### src/hdl/x128p_pkg.sv
// Shared types, codes and constants of the xorshift128+ generator.
package x128p_pkg;

  // Operation codes carried on the request channel.
  typedef enum logic [1:0] {
    FUNC_RESEED = 2'd0,
    FUNC_RAW    = 2'd1,
    FUNC_FRAC   = 2'd2,
    FUNC_INDEX  = 2'd3
  } func_t;

  // Sequencer states.
  typedef enum logic [2:0] {
    FSM_BOOT,
    FSM_IDLE,
    FSM_MUL,
    FSM_DIV,
    FSM_DONE
  } fsm_t;

  // Splitmix64 constants.
  localparam logic [63:0] SM_GOLDEN = 64'h9e3779b97f4a7c15;
  localparam logic [63:0] SM_MUL1   = 64'hbf58476d1ce4e5b9;
  localparam logic [63:0] SM_MUL2   = 64'h94d049bb133111eb;

  // Seed loaded after reset.
  localparam logic [63:0] BOOT_SEED = 64'd1;

  // Shift that turns the raw sum into a 53-bit fraction numerator.
  localparam int unsigned FRAC_SHIFT = 11;

  // Field widths.
  localparam int unsigned WORD_W = 64;
  localparam int unsigned MOD_W  = 31;
  localparam int unsigned CNT_W  = 6;

endpackage

### src/hdl/x128p_req_if.sv
// Request channel: operation code, seed and modulus under valid/ready.
interface x128p_req_if;
  logic                valid;
  logic                ready;
  x128p_pkg::func_t    func;
  logic [63:0]         seed_value;
  logic [30:0]         modulus;

  modport source (output valid, func, seed_value, modulus, input ready);
  modport sink   (input valid, func, seed_value, modulus, output ready);
endinterface

### src/hdl/x128p_rsp_if.sv
// Response channel: result value and error flag under valid/ready.
interface x128p_rsp_if;
  logic        valid;
  logic        ready;
  logic [63:0] value;
  logic        bad_modulus;

  modport source (output valid, value, bad_modulus, input ready);
  modport sink   (input valid, value, bad_modulus, output ready);
endinterface

### src/hdl/xorshift128plus_generator.sv
// xorshift128+ generator with splitmix64 seeding and a shared serial multiply/divide unit.
//
//   channel | dir | handshake     | payload
//   --------+-----+---------------+-----------------------------------
//   req     | in  | valid / ready | func, seed_value, modulus
//   rsp     | out | valid / ready | value, bad_modulus
//
// Raw and fraction requests pass from accept through the DONE state to rsp; a bounded index
// first runs one remainder step per cycle through a 32-bit compare and subtract, or skips
// that when the modulus is zero. A reseed runs four 64-bit multiplies by constants,
// one bit per cycle through a single 64-bit adder. After reset the block seeds itself
// with seed one with req.ready low. The next request is taken while a
// result still waits on rsp; a held result blocks only the completion of the next beat.
module xorshift128plus_generator (
  input logic             clk,
  input logic             rst,
  x128p_req_if.sink       req,
  x128p_rsp_if.source     rsp
);
  import x128p_pkg::*;

  // Control registers.
  fsm_t fsm, fsm_next;
  logic booting, booting_next;
  logic mul_second, mul_second_next;
  logic word_hi, word_hi_next;
  logic [CNT_W-1:0] cnt, cnt_next;
  logic out_valid, out_valid_next;

  // Datapath registers.
  logic [MOD_W-1:0] modulus_q, modulus_q_next;
  logic [WORD_W-1:0] base, base_next;
  logic [WORD_W-1:0] mcand, mcand_next;
  logic [WORD_W-1:0] acc, acc_next;
  logic [WORD_W-1:0] dividend, dividend_next;
  logic [MOD_W-1:0] rem, rem_next;
  logic [WORD_W-1:0] state_lo, state_lo_next;
  logic [WORD_W-1:0] state_hi, state_hi_next;
  logic [WORD_W-1:0] res_value, res_value_next;
  logic res_bad, res_bad_next;
  logic [WORD_W-1:0] out_value, out_value_next;
  logic out_bad, out_bad_next;

  // Combinational helpers.
  logic [WORD_W-1:0] adv_b, adv_hi, adv_sum;
  logic [WORD_W-1:0] mul_sum, mix_a, base_inc;
  logic [MOD_W:0]    div_shift, div_diff;
  logic              mul_bit;

  assign req.ready       = (fsm == FSM_IDLE);
  assign rsp.valid       = out_valid;
  assign rsp.value       = out_value;
  assign rsp.bad_modulus = out_bad;

  // One xorshift128+ step from the current state words.
  always_comb begin
    adv_b   = state_hi ^ (state_hi << 23);
    adv_hi  = adv_b ^ state_lo ^ (adv_b >> 18) ^ (state_lo >> 5);
    adv_sum = adv_hi + state_lo;
  end

  // Shared serial units: one multiplier bit and one quotient bit per cycle.
  always_comb begin
    mul_bit   = mul_second ? SM_MUL2[cnt] : SM_MUL1[cnt];
    mul_sum   = acc + (mul_bit ? mcand : '0);
    mix_a     = mul_sum ^ (mul_sum >> 27);
    base_inc  = base + 64'd1;
    div_shift = {rem, dividend[WORD_W-1]};
    div_diff  = div_shift - {1'b0, modulus_q};
  end

  // Sequencer: next state and datapath updates.
  always_comb begin
    fsm_next        = fsm;
    booting_next    = booting;
    mul_second_next = mul_second;
    word_hi_next    = word_hi;
    cnt_next        = cnt;
    modulus_q_next  = modulus_q;
    base_next       = base;
    mcand_next      = mcand;
    acc_next        = acc;
    dividend_next   = dividend;
    rem_next        = rem;
    state_lo_next   = state_lo;
    state_hi_next   = state_hi;
    res_value_next  = res_value;
    res_bad_next    = res_bad;
    out_value_next  = out_value;
    out_bad_next    = out_bad;

    // The response register empties when its beat is taken.
    out_valid_next  = out_valid && !rsp.ready;

    unique case (fsm)
      FSM_BOOT: begin
        base_next       = BOOT_SEED + SM_GOLDEN;
        mcand_next      = (BOOT_SEED + SM_GOLDEN) ^ ((BOOT_SEED + SM_GOLDEN) >> 30);
        acc_next        = '0;
        cnt_next        = '0;
        mul_second_next = 1'b0;
        word_hi_next    = 1'b0;
        fsm_next        = FSM_MUL;
      end

      FSM_IDLE: begin
        if (req.valid) begin
          modulus_q_next = req.modulus;
          res_value_next = '0;
          res_bad_next   = 1'b0;
          if (req.func == FUNC_RESEED) begin
            base_next       = req.seed_value + SM_GOLDEN;
            mcand_next      = (req.seed_value + SM_GOLDEN)
                              ^ ((req.seed_value + SM_GOLDEN) >> 30);
            acc_next        = '0;
            cnt_next        = '0;
            mul_second_next = 1'b0;
            word_hi_next    = 1'b0;
            fsm_next        = FSM_MUL;
          end else begin
            state_lo_next = adv_b;
            state_hi_next = adv_hi;
            fsm_next      = FSM_DONE;
            case (req.func)
              FUNC_RAW:  res_value_next = adv_sum;
              FUNC_FRAC: res_value_next = adv_sum >> FRAC_SHIFT;
              default: begin
                if (req.modulus == '0) begin
                  res_bad_next = 1'b1;
                end else begin
                  dividend_next = adv_sum;
                  rem_next      = '0;
                  cnt_next      = '0;
                  fsm_next      = FSM_DIV;
                end
              end
            endcase
          end
        end
      end

      // Shift-add multiply by a splitmix64 constant.
      FSM_MUL: begin
        acc_next   = mul_sum;
        mcand_next = mcand << 1;
        cnt_next   = cnt + 1'b1;
        if (cnt == '1) begin
          acc_next = '0;
          cnt_next = '0;
          if (!mul_second) begin
            mcand_next      = mix_a;
            mul_second_next = 1'b1;
          end else begin
            mul_second_next = 1'b0;
            if (!word_hi) begin
              state_lo_next = mul_sum ^ (mul_sum >> 31);
              word_hi_next  = 1'b1;
              mcand_next    = base_inc ^ (base_inc >> 30);
            end else begin
              state_hi_next = mul_sum ^ (mul_sum >> 31);
              booting_next  = 1'b0;
              fsm_next      = booting ? FSM_IDLE : FSM_DONE;
            end
          end
        end
      end

      // Restoring division: one remainder bit per cycle.
      FSM_DIV: begin
        dividend_next = dividend << 1;
        cnt_next      = cnt + 1'b1;
        if (div_shift >= {1'b0, modulus_q}) begin
          rem_next = div_diff[MOD_W-1:0];
        end else begin
          rem_next = div_shift[MOD_W-1:0];
        end
        if (cnt == '1) begin
          res_value_next = {{(WORD_W-MOD_W){1'b0}}, rem_next};
          fsm_next       = FSM_DONE;
        end
      end

      // Hand the result to the response register once it is free.
      FSM_DONE: begin
        if (!out_valid || rsp.ready) begin
          out_valid_next = 1'b1;
          out_value_next = res_value;
          out_bad_next   = res_bad;
          fsm_next       = FSM_IDLE;
        end
      end

      default: fsm_next = FSM_IDLE;
    endcase
  end

  // Control state register.
  always_ff @(posedge clk) begin
    if (rst) begin
      fsm        <= FSM_BOOT;
      booting    <= 1'b1;
      mul_second <= 1'b0;
      word_hi    <= 1'b0;
      cnt        <= '0;
      out_valid  <= 1'b0;
    end else begin
      fsm        <= fsm_next;
      booting    <= booting_next;
      mul_second <= mul_second_next;
      word_hi    <= word_hi_next;
      cnt        <= cnt_next;
      out_valid  <= out_valid_next;
    end
  end

  // Datapath registers.
  always_ff @(posedge clk) begin
    modulus_q <= modulus_q_next;
    base      <= base_next;
    mcand     <= mcand_next;
    acc       <= acc_next;
    dividend  <= dividend_next;
    rem       <= rem_next;
    state_lo  <= state_lo_next;
    state_hi  <= state_hi_next;
    res_value <= res_value_next;
    res_bad   <= res_bad_next;
    out_value <= out_value_next;
    out_bad   <= out_bad_next;
  end

endmodule
### src/flat_wrapper.sv
// flat-port wrapper written by rule: the top's interface ports become plain ports
module xorshift128plus_generator_flat import x128p_pkg::*;
  (clk, rst, req_valid, req_func, req_seed_value, req_modulus, req_ready, rsp_valid, rsp_value, rsp_bad_modulus, rsp_ready);
  x128p_req_if req_i ();
  x128p_rsp_if rsp_i ();
  input logic clk;
  input logic rst;
  input wire logic [$bits(req_i.valid)-1:0] req_valid;
  input wire logic [$bits(req_i.func)-1:0] req_func;
  input wire logic [$bits(req_i.seed_value)-1:0] req_seed_value;
  input wire logic [$bits(req_i.modulus)-1:0] req_modulus;
  output wire logic [$bits(req_i.ready)-1:0] req_ready;
  output wire logic [$bits(rsp_i.valid)-1:0] rsp_valid;
  output wire logic [$bits(rsp_i.value)-1:0] rsp_value;
  output wire logic [$bits(rsp_i.bad_modulus)-1:0] rsp_bad_modulus;
  input wire logic [$bits(rsp_i.ready)-1:0] rsp_ready;
  assign req_i.valid = req_valid;
  assign req_i.func = req_func;
  assign req_i.seed_value = req_seed_value;
  assign req_i.modulus = req_modulus;
  assign req_ready = req_i.ready;
  assign rsp_valid = rsp_i.valid;
  assign rsp_value = rsp_i.value;
  assign rsp_bad_modulus = rsp_i.bad_modulus;
  assign rsp_i.ready = rsp_ready;
  xorshift128plus_generator u_core (.clk(clk), .rst(rst), .req(req_i), .rsp(rsp_i));
endmodule
### config.mk
export PLATFORM = sky130hd
export DESIGN_NAME = xorshift128plus_generator_flat
export DESIGN_NICKNAME = d
export VERILOG_FILES = /design/src/hdl/x128p_pkg.sv /design/src/hdl/x128p_req_if.sv /design/src/hdl/x128p_rsp_if.sv /design/src/hdl/xorshift128plus_generator.sv /design/src/flat_wrapper.sv
export SDC_FILE = /design/constraint.sdc
export NUM_CORES = 2
export LEC_CHECK = 0
export BUFFER_PORTS_ARGS = -buffer_cell sky130_fd_sc_hd__buf_4
export CORE_MARGIN = 3
export CORE_UTILIZATION = 30
export DETAILED_ROUTE_END_ITERATION = 8
export GPL_TIMING_DRIVEN = 0
export PLACE_DENSITY = 0.42
export SKIP_LAST_GASP = 1
export SLEW_MARGIN = 20
export SYNTH_ARGS = -nofsm -noshare
export SYNTH_HDL_FRONTEND = slang
export SYNTH_SLANG_ARGS = --single-unit
### constraint.sdc
create_clock -name clk -period 12.1 [get_ports clk]
set_input_delay 3.025 -clock clk [delete_from_list [all_inputs] [get_ports clk]]
set_output_delay 3.025 -clock clk [all_outputs]
set_load 0.005 [all_outputs]
# == After elaboration in Yosys (flattened, before gate mapping) ==
# Memories as Yosys holds them, arrays and structs flattened. A register that Yosys moved wholly into a read port is not among the register bits.
# Cells that the tools add are included.
# totals
regBits,589
latch_bits,0
ram_bits,0
romBits,128
in_bits,101
elab_cells,160
mem_count,2
# mem_list
memory,words,width,read_ports,rd_ports_with_merged_regs,write_ports,line,text
(name not given),64,1,1,1,0,xorshift128plus_generator.sv:64,mul_bit = mul_second ? SM_MUL2[cnt] : SM_MUL1[cnt];
(name not given),64,1,1,1,0,xorshift128plus_generator.sv:64,
# classes
addsub,6
mul,0
div_mod_pow,0
order_cmp,2
eq_ne,20
n_shift,0
mux,77
n_bitwise,8
n_reduce_logical,27
# ops
cell,n
$mux W64,28
$pmux W64 S2,6
$pmux W64 S3,2
$mux W31,5
$add A64 B64 Y64,2
$xor A64 B34 Y64,2
$xor A64 B64 Y64,2
$add A64 B1 Y64 const B,1
$add A64 B64 Y64 const B,1
$xor A64 B33 Y64,1
$xor A64 B37 Y64,1
$xor A64 B46 Y64,1
$xor A64 B59 Y64,1
$pmux W31 S2,1
$mux W6,9
$ge A32 B31 Y1,1
$logic_not A31 Y1,1
$sub A31 B31 Y31,1
$mux W3,10
$pmux W6 S4,1
$reduce_and A6 Y1,3
$pmux W3 S5,1
$mux W1,12
$ne A2 B1 Y1 const B,6
other kinds (25),41

# == Logic depth before layout (Yosys ltp) ==
# depth
word_depth,10
mapped_depth,18
ltp_nobuf,16

# == Least setup slack after synthesis ==
# Ideal clock, no wire load.
# synth_path
path_type,in2reg
start,in req_func[0]
end,"reg u_core.acc[0], enable pin"
t_arrival_ps,8987
required_ps,11478
slack_ps,2491
cell_stages,5
path_buffers,0
cell_sequence,inv_1 > ha_1 > nand2_1 > o21a_1 > nor2_1
# synth_via
elab_chain_len,3
# synth_rtl
element,line,text
"start, declared",flat_wrapper.sv:9,input wire logic [$bits(req_i.func)-1:0] req_func;
$logic_not A2 Y1,xorshift128plus_generator.sv:111,if (req.func == FUNC_RESEED) begin
$ne A2 B1 Y1 (no source line),--,
$reduce_and A3 Y1 (no source line),--,
"end signal, assigned",xorshift128plus_generator.sv:221,acc <= acc_next;
"end, declared",xorshift128plus_generator.sv:34,"logic [WORD_W-1:0] acc, acc_next;"
# Every way passes these cells.
# A chain may end at the register's enable or synchronous reset.

# == Worst setup path in the final report ==
# layout_path
start,reg u_core.mul_second
end,reg u_core.state_hi[21] (data pin)
# layout_via
elab_chain_len,8
# layout_rtl
element,line,text
"start, declared",xorshift128plus_generator.sv:25,"logic mul_second, mul_second_next;"
"start signal, assigned",xorshift128plus_generator.sv:209,mul_second <= mul_second_next;
$mux W1,xorshift128plus_generator.sv:64,
$mux W64,xorshift128plus_generator.sv:65,mul_sum = acc + (mul_bit ? mcand : '0);
$add A64 B64 Y64,xorshift128plus_generator.sv:65,
$xor A64 B33 Y64,xorshift128plus_generator.sv:160,state_hi_next = mul_sum ^ (mul_sum >> 31);
$mux W64,xorshift128plus_generator.sv:155,if (!word_hi) begin
$mux W64,xorshift128plus_generator.sv:150,if (!mul_second) begin
$mux W64,xorshift128plus_generator.sv:147,if (cnt == '1) begin
$pmux W64 S2,xorshift128plus_generator.sv:95,unique case (fsm)
net u_core.state_hi_next[21],xorshift128plus_generator.sv:38,"logic [WORD_W-1:0] state_hi, state_hi_next;"
"end signal, assigned",xorshift128plus_generator.sv:225,state_hi <= state_hi_next;
"end, declared",xorshift128plus_generator.sv:38,
# The timed path passes the listed nets, and every way through them passes these cells. The select of a mux whose other input is x is not followed.

==> results.txt <==
----------------------------------------------------
[Run status]
  Status ... completed

[Clock network]
  Clock slew at reported path FFs ... 0.06 ns
  Clk sink count ... 591
  Buffer type at the clock tree root ... clkbuf_16
  Hold Buf Count CTS ... 0
  TritonCTS clock tree ... yes
  Clock buffer count from CTS ... 80
  Deepest clock path buffer count ... 3
  Post-CTS Resized ... 0
  Post-CTS Setup Inserts ... 0
  Maximum level of the CTS H-tree ... 3
  Clock latency on the worst-skew pair ... slightly above 0.7 ns

[Floorplanning]
  Number of rows in the core area ... 133
  Die width ... 371 um
  Die Y ... between 300 and 400 um
  Top-level I/O count ... approximately 170
  Die footprint ... around 0.14 mm2
  Starting density of the core ... a little under a third
  Core region area ... about 0.13 mm2

[Timing]
  Max Clk Rate ... around 140 MHz
  Measured slew at the worst slew-check pin ... roughly 1.2 ns
  Final cycle utilization of the critical path ... between 50% and 60%
  Final count of pins violating max slew ... 0
  RSZ-0062 raised after global routing ... false
  Final Hold Viols ... 0
  Slew HR ... a little under a fifth
  Final number of setup-violating endpoints ... 0
  Total negative slack ... 0 ns
  Setup skew after layout ... 0.0326 ns
  Final min period ... 7.10 ns

[Placement]
  DP Wirelength ... between 100000 and 150000 um
  Port Buffer Count ... ~170
  Placer's final routability congestion estimate ... roughly 0.96

[Critical path]
  Critical path data arrival time ... 7.52 ns
  Worst endpoint required time ... 12.53 ns
  Kind of critical path ... reg2reg
  Sort of element at the start of the critical path ... flip-flop
  Endpoint type of the worst setup path ... flip-flop
  Critical path peak fanout ... 10
  R2R cell count ... 18
  Startpoint of the lowest-slack register-to-register path ... u_core.mul_second$_SDFFE_PP0P_
  FF-to-FF setup slack ... around 5.0 ns
  Capturing point of the worst reg2reg path ... u_core.state_hi[21]$_DFFE_PP_

[Synth]
  Top_reg_cell synth ... edfxtp_1
  Post-synthesis sequential element count ... 591
  Number of flops mapped to enable cells by yosys ... roughly 580
  Syn avg cell area ... slightly below 10 um2
  Post-synthesis sequential area ratio ... a little over two fifths
  Post-synthesis instance total ... between 4000 and 5000
  Count of warnings emitted by yosys ... 0
  FFs w/ async S/R, synth ... 0%
  Post-synth net total ... 4423
  Post-Syn Area ... between 0.04 and 0.05 mm2
  Distinct cell type count of the synthesized netlist ... between 90 and 100

[Pwr]
  Largest voltage drop on the vdd net ... 0.159 mV
  Power density cells ... about 260 mW/mm2
  Lkg Pwr ... 0.0171 uW
  Overall Power ... approximately 12000 uW

[GRT]
  Global route total overflow ... 0
  Total global-route track usage ... approximately a quarter
  Antenna violations before repair ... 4
  Global-route wire length before repair ... around 250000 um
  Largest net degree at the start of global routing ... 48
  Via count of the first global-routing pass ... approximately 33000

[Cells and area]
  Most frequent standard cell in the layout excluding fill and tap cells ... edfxtp_1
  Filler instances ... ~14000
  Nets@finish ... around 4700
  Layout Area Growth over Synthesis ... 17.5%
  Fraction of layout cells with a size suffix above 1 ... about a tenth
  Commonest cells after routing, fill and taps aside ... edfxtp_1, nor2_1, nand2_1

[Min path]
  Path category of the worst min-delay check ... reg2reg
  Endpoint, Worst Hold ... u_core.rsp.value[49]$_DFFE_PP_
  Launch instance of the worst min-delay path ... u_core.res_value[49]$_SDFFCE_PP0P_
  Hold depth ... 0

[Routing]
  Via count ... ~34000
  Number of remaining DRC errors ... 0
  Drt pass-1 iters ... 6
  Post-detailed-route via-to-cell ratio ... approximately 5.4
  Iteration-0 DRC count of the detailed router ... around 3000
  Remaining number of nets flagged by the antenna check after routing ... 0
  Total Routed Length ... 175000 um
  Post-DR wirelength/cell ... 28.0 um

[Flow run]
  # Max-Cap Violations ... 0

----------------------------------------------------
## worst max-delay path, stage by stage, from the launching register on
cell	delay, ns
dfxtp_1	0.30
clkbuf_1	0.53
mux2i_4	0.80
clkbuf_1	0.46
nor2b_1	0.14
ha_1	0.28
inv_1	0.10
fa_1	0.21
nor2b_1	0.07
o31a_1	0.28
o31a_1	0.34
a2111oi_0	0.71
o211ai_1	0.39
a31oi_1	0.55
o211ai_1	0.28
xor2_2	0.64
xnor2_1	0.37
nor2_1	0.28
nor2_1	0.08
## flip-flops by register name, summed over array words and instances (netlist names), named ones only
name	count
u_core.word_hi	1
u_core.fsm	3
u_core.state_hi	64
u_core.res_value	64
u_core.state_lo	64
u_core.base	64
u_core.dividend	64
u_core.cnt	6
u_core.mul_second	1
u_core.res_bad	1
u_core.rem	31
u_core.mcand	64
u_core.rsp.value	64
u_core.rsp.valid	1
u_core.modulus_q	31
u_core.acc	64
u_core.rsp.bad_modulus	1
u_core.booting	1
## area by class of cell
cell class                      instances  area, um2  share of cell area, %
Inverter                              113        424                  0.901
Clock inverter                         52        647                   1.37
Clock buffer                           95       2080                   4.42
Multi-Input combinational cell       3267      21500                   45.7
Tap cell                             1755       2200                   4.66
Timing Repair Buffer                  203       1850                   3.92
Sequential cell                       591      17600                   37.4
Buffer                                176        758                   1.61
Antenna cell                            1       2.50                0.00532
## synth_stat cells (all sizes together), types with 17 or more instances
library cell  count  area (um2)
edfxtp          576       17300
nor2            444        1670
nand2           440        1660
xnor2           405        3590
a21oi           316        1590
o21ai           244        1230
xor2            198        1730
ha              172        2150
clkbuf          154         642
inv             111         417
a21o             87         654
nor2b            79         494
nand3            74         370
nand4            54         338
nor3             54         270
and2             52         325
and3             46         290
mux2i            40         400
o221ai           38         333
nand2b           37         231
o21a             37         278
o21bai           34         255
a31oi            33         221
o211ai           32         250
o22ai            31         194
nor4             24         150
a221o            21         210
buf              21         106
or2              21         131
a211oi           20         150
a221oi           20         175
or3              18         113
a211o            17         149
## report_power, final
| part | internal [uW] | switching (uW) | leakage [uW] |
|---|---|---|---|
| combinational | 2050 | 4560 | 0.0103 |
| clock | 1480 | 1030 | 0.00131 |
| sequential | 2740 | 208 | 0.00552 |
## worst max-delay path by stage
| stage | from | endpoint | slack, ns |
|---|---|---|---|
| CTS | u_core.mul_second$_SDFFE_PP0P_ | u_core.state_lo[29]$_DFFE_PP_ | 4.99 |
| floorplan | req_func[0] | u_core.acc[0]$_SDFFCE_PN0P_ | 2.49 |
| finish | u_core.mul_second$_SDFFE_PP0P_ | u_core.state_hi[21]$_DFFE_PP_ | 5.00 |
| global route | u_core.mul_second$_SDFFE_PP0P_ | u_core.state_lo[21]$_DFFE_PP_ | 4.59 |
| detailed placement | req_modulus[10] | flip-flop | 4.39 |
| global placement | req_func[0] | u_core.word_hi$_SDFFE_PP0P_ | -1.72 |
## logic make-up (layout without fill, tap and decap cells)
| family | count (synthesis) | count (layout) | synth area share (%) |
|---|---|---|---|
| AND/OR/NAND/NOR | 1388 | 1388 | 16.0 |
| AO/OA/AOI/OAI | 1053 | 1053 | 16.9 |
| XOR/XNOR | 607 | 607 | 13.5 |
| flip-flops | 591 | 591 | 43.9 |
| buffers and inverters | 289 | 639 | 2.95 |
| adder cells (fa/ha/maj) | 175 | 175 | 5.52 |
| multiplexers | 44 | 44 | 1.11 |
| other | 0 | 1 | 0 |
## routing by layer
| metal | track usage (%) | share of wire [%] | wire, um |
|---|---|---|---|
| met1 | 30.3 | 41 | 71000 |
| met2 | 42.1 | 48 | 83900 |
| met3 | 3.24 | 5.0 | 8750 |
| met4 | 13.4 | 6.4 | 11100 |
| met5 | 0 | 0 | 0 |
## per-stage QoR
stage | hold slack, ns | instances | util, % | cell area [um2] | setup WS (ns)
6_report | 0.403 | 6253 | 35.7 | 47100 | 5.00
5_1_grt | 0.399 | 6252 | 35.7 | 47100 | 4.59
4_1_cts | 0.396 | 6252 | 35.7 | 47100 | 4.99
3_5_place_dp | 0.405 | 6105 | 33.6 | 44300 | 4.39
3_3_place_gp | 0.401 | 6067 | 33.0 | 43500 | -1.72
2_1_floorplan | 0.400 | 4147 | - | 40100 | 2.49
No activity file was read; power rests on OpenSTA's default activity.
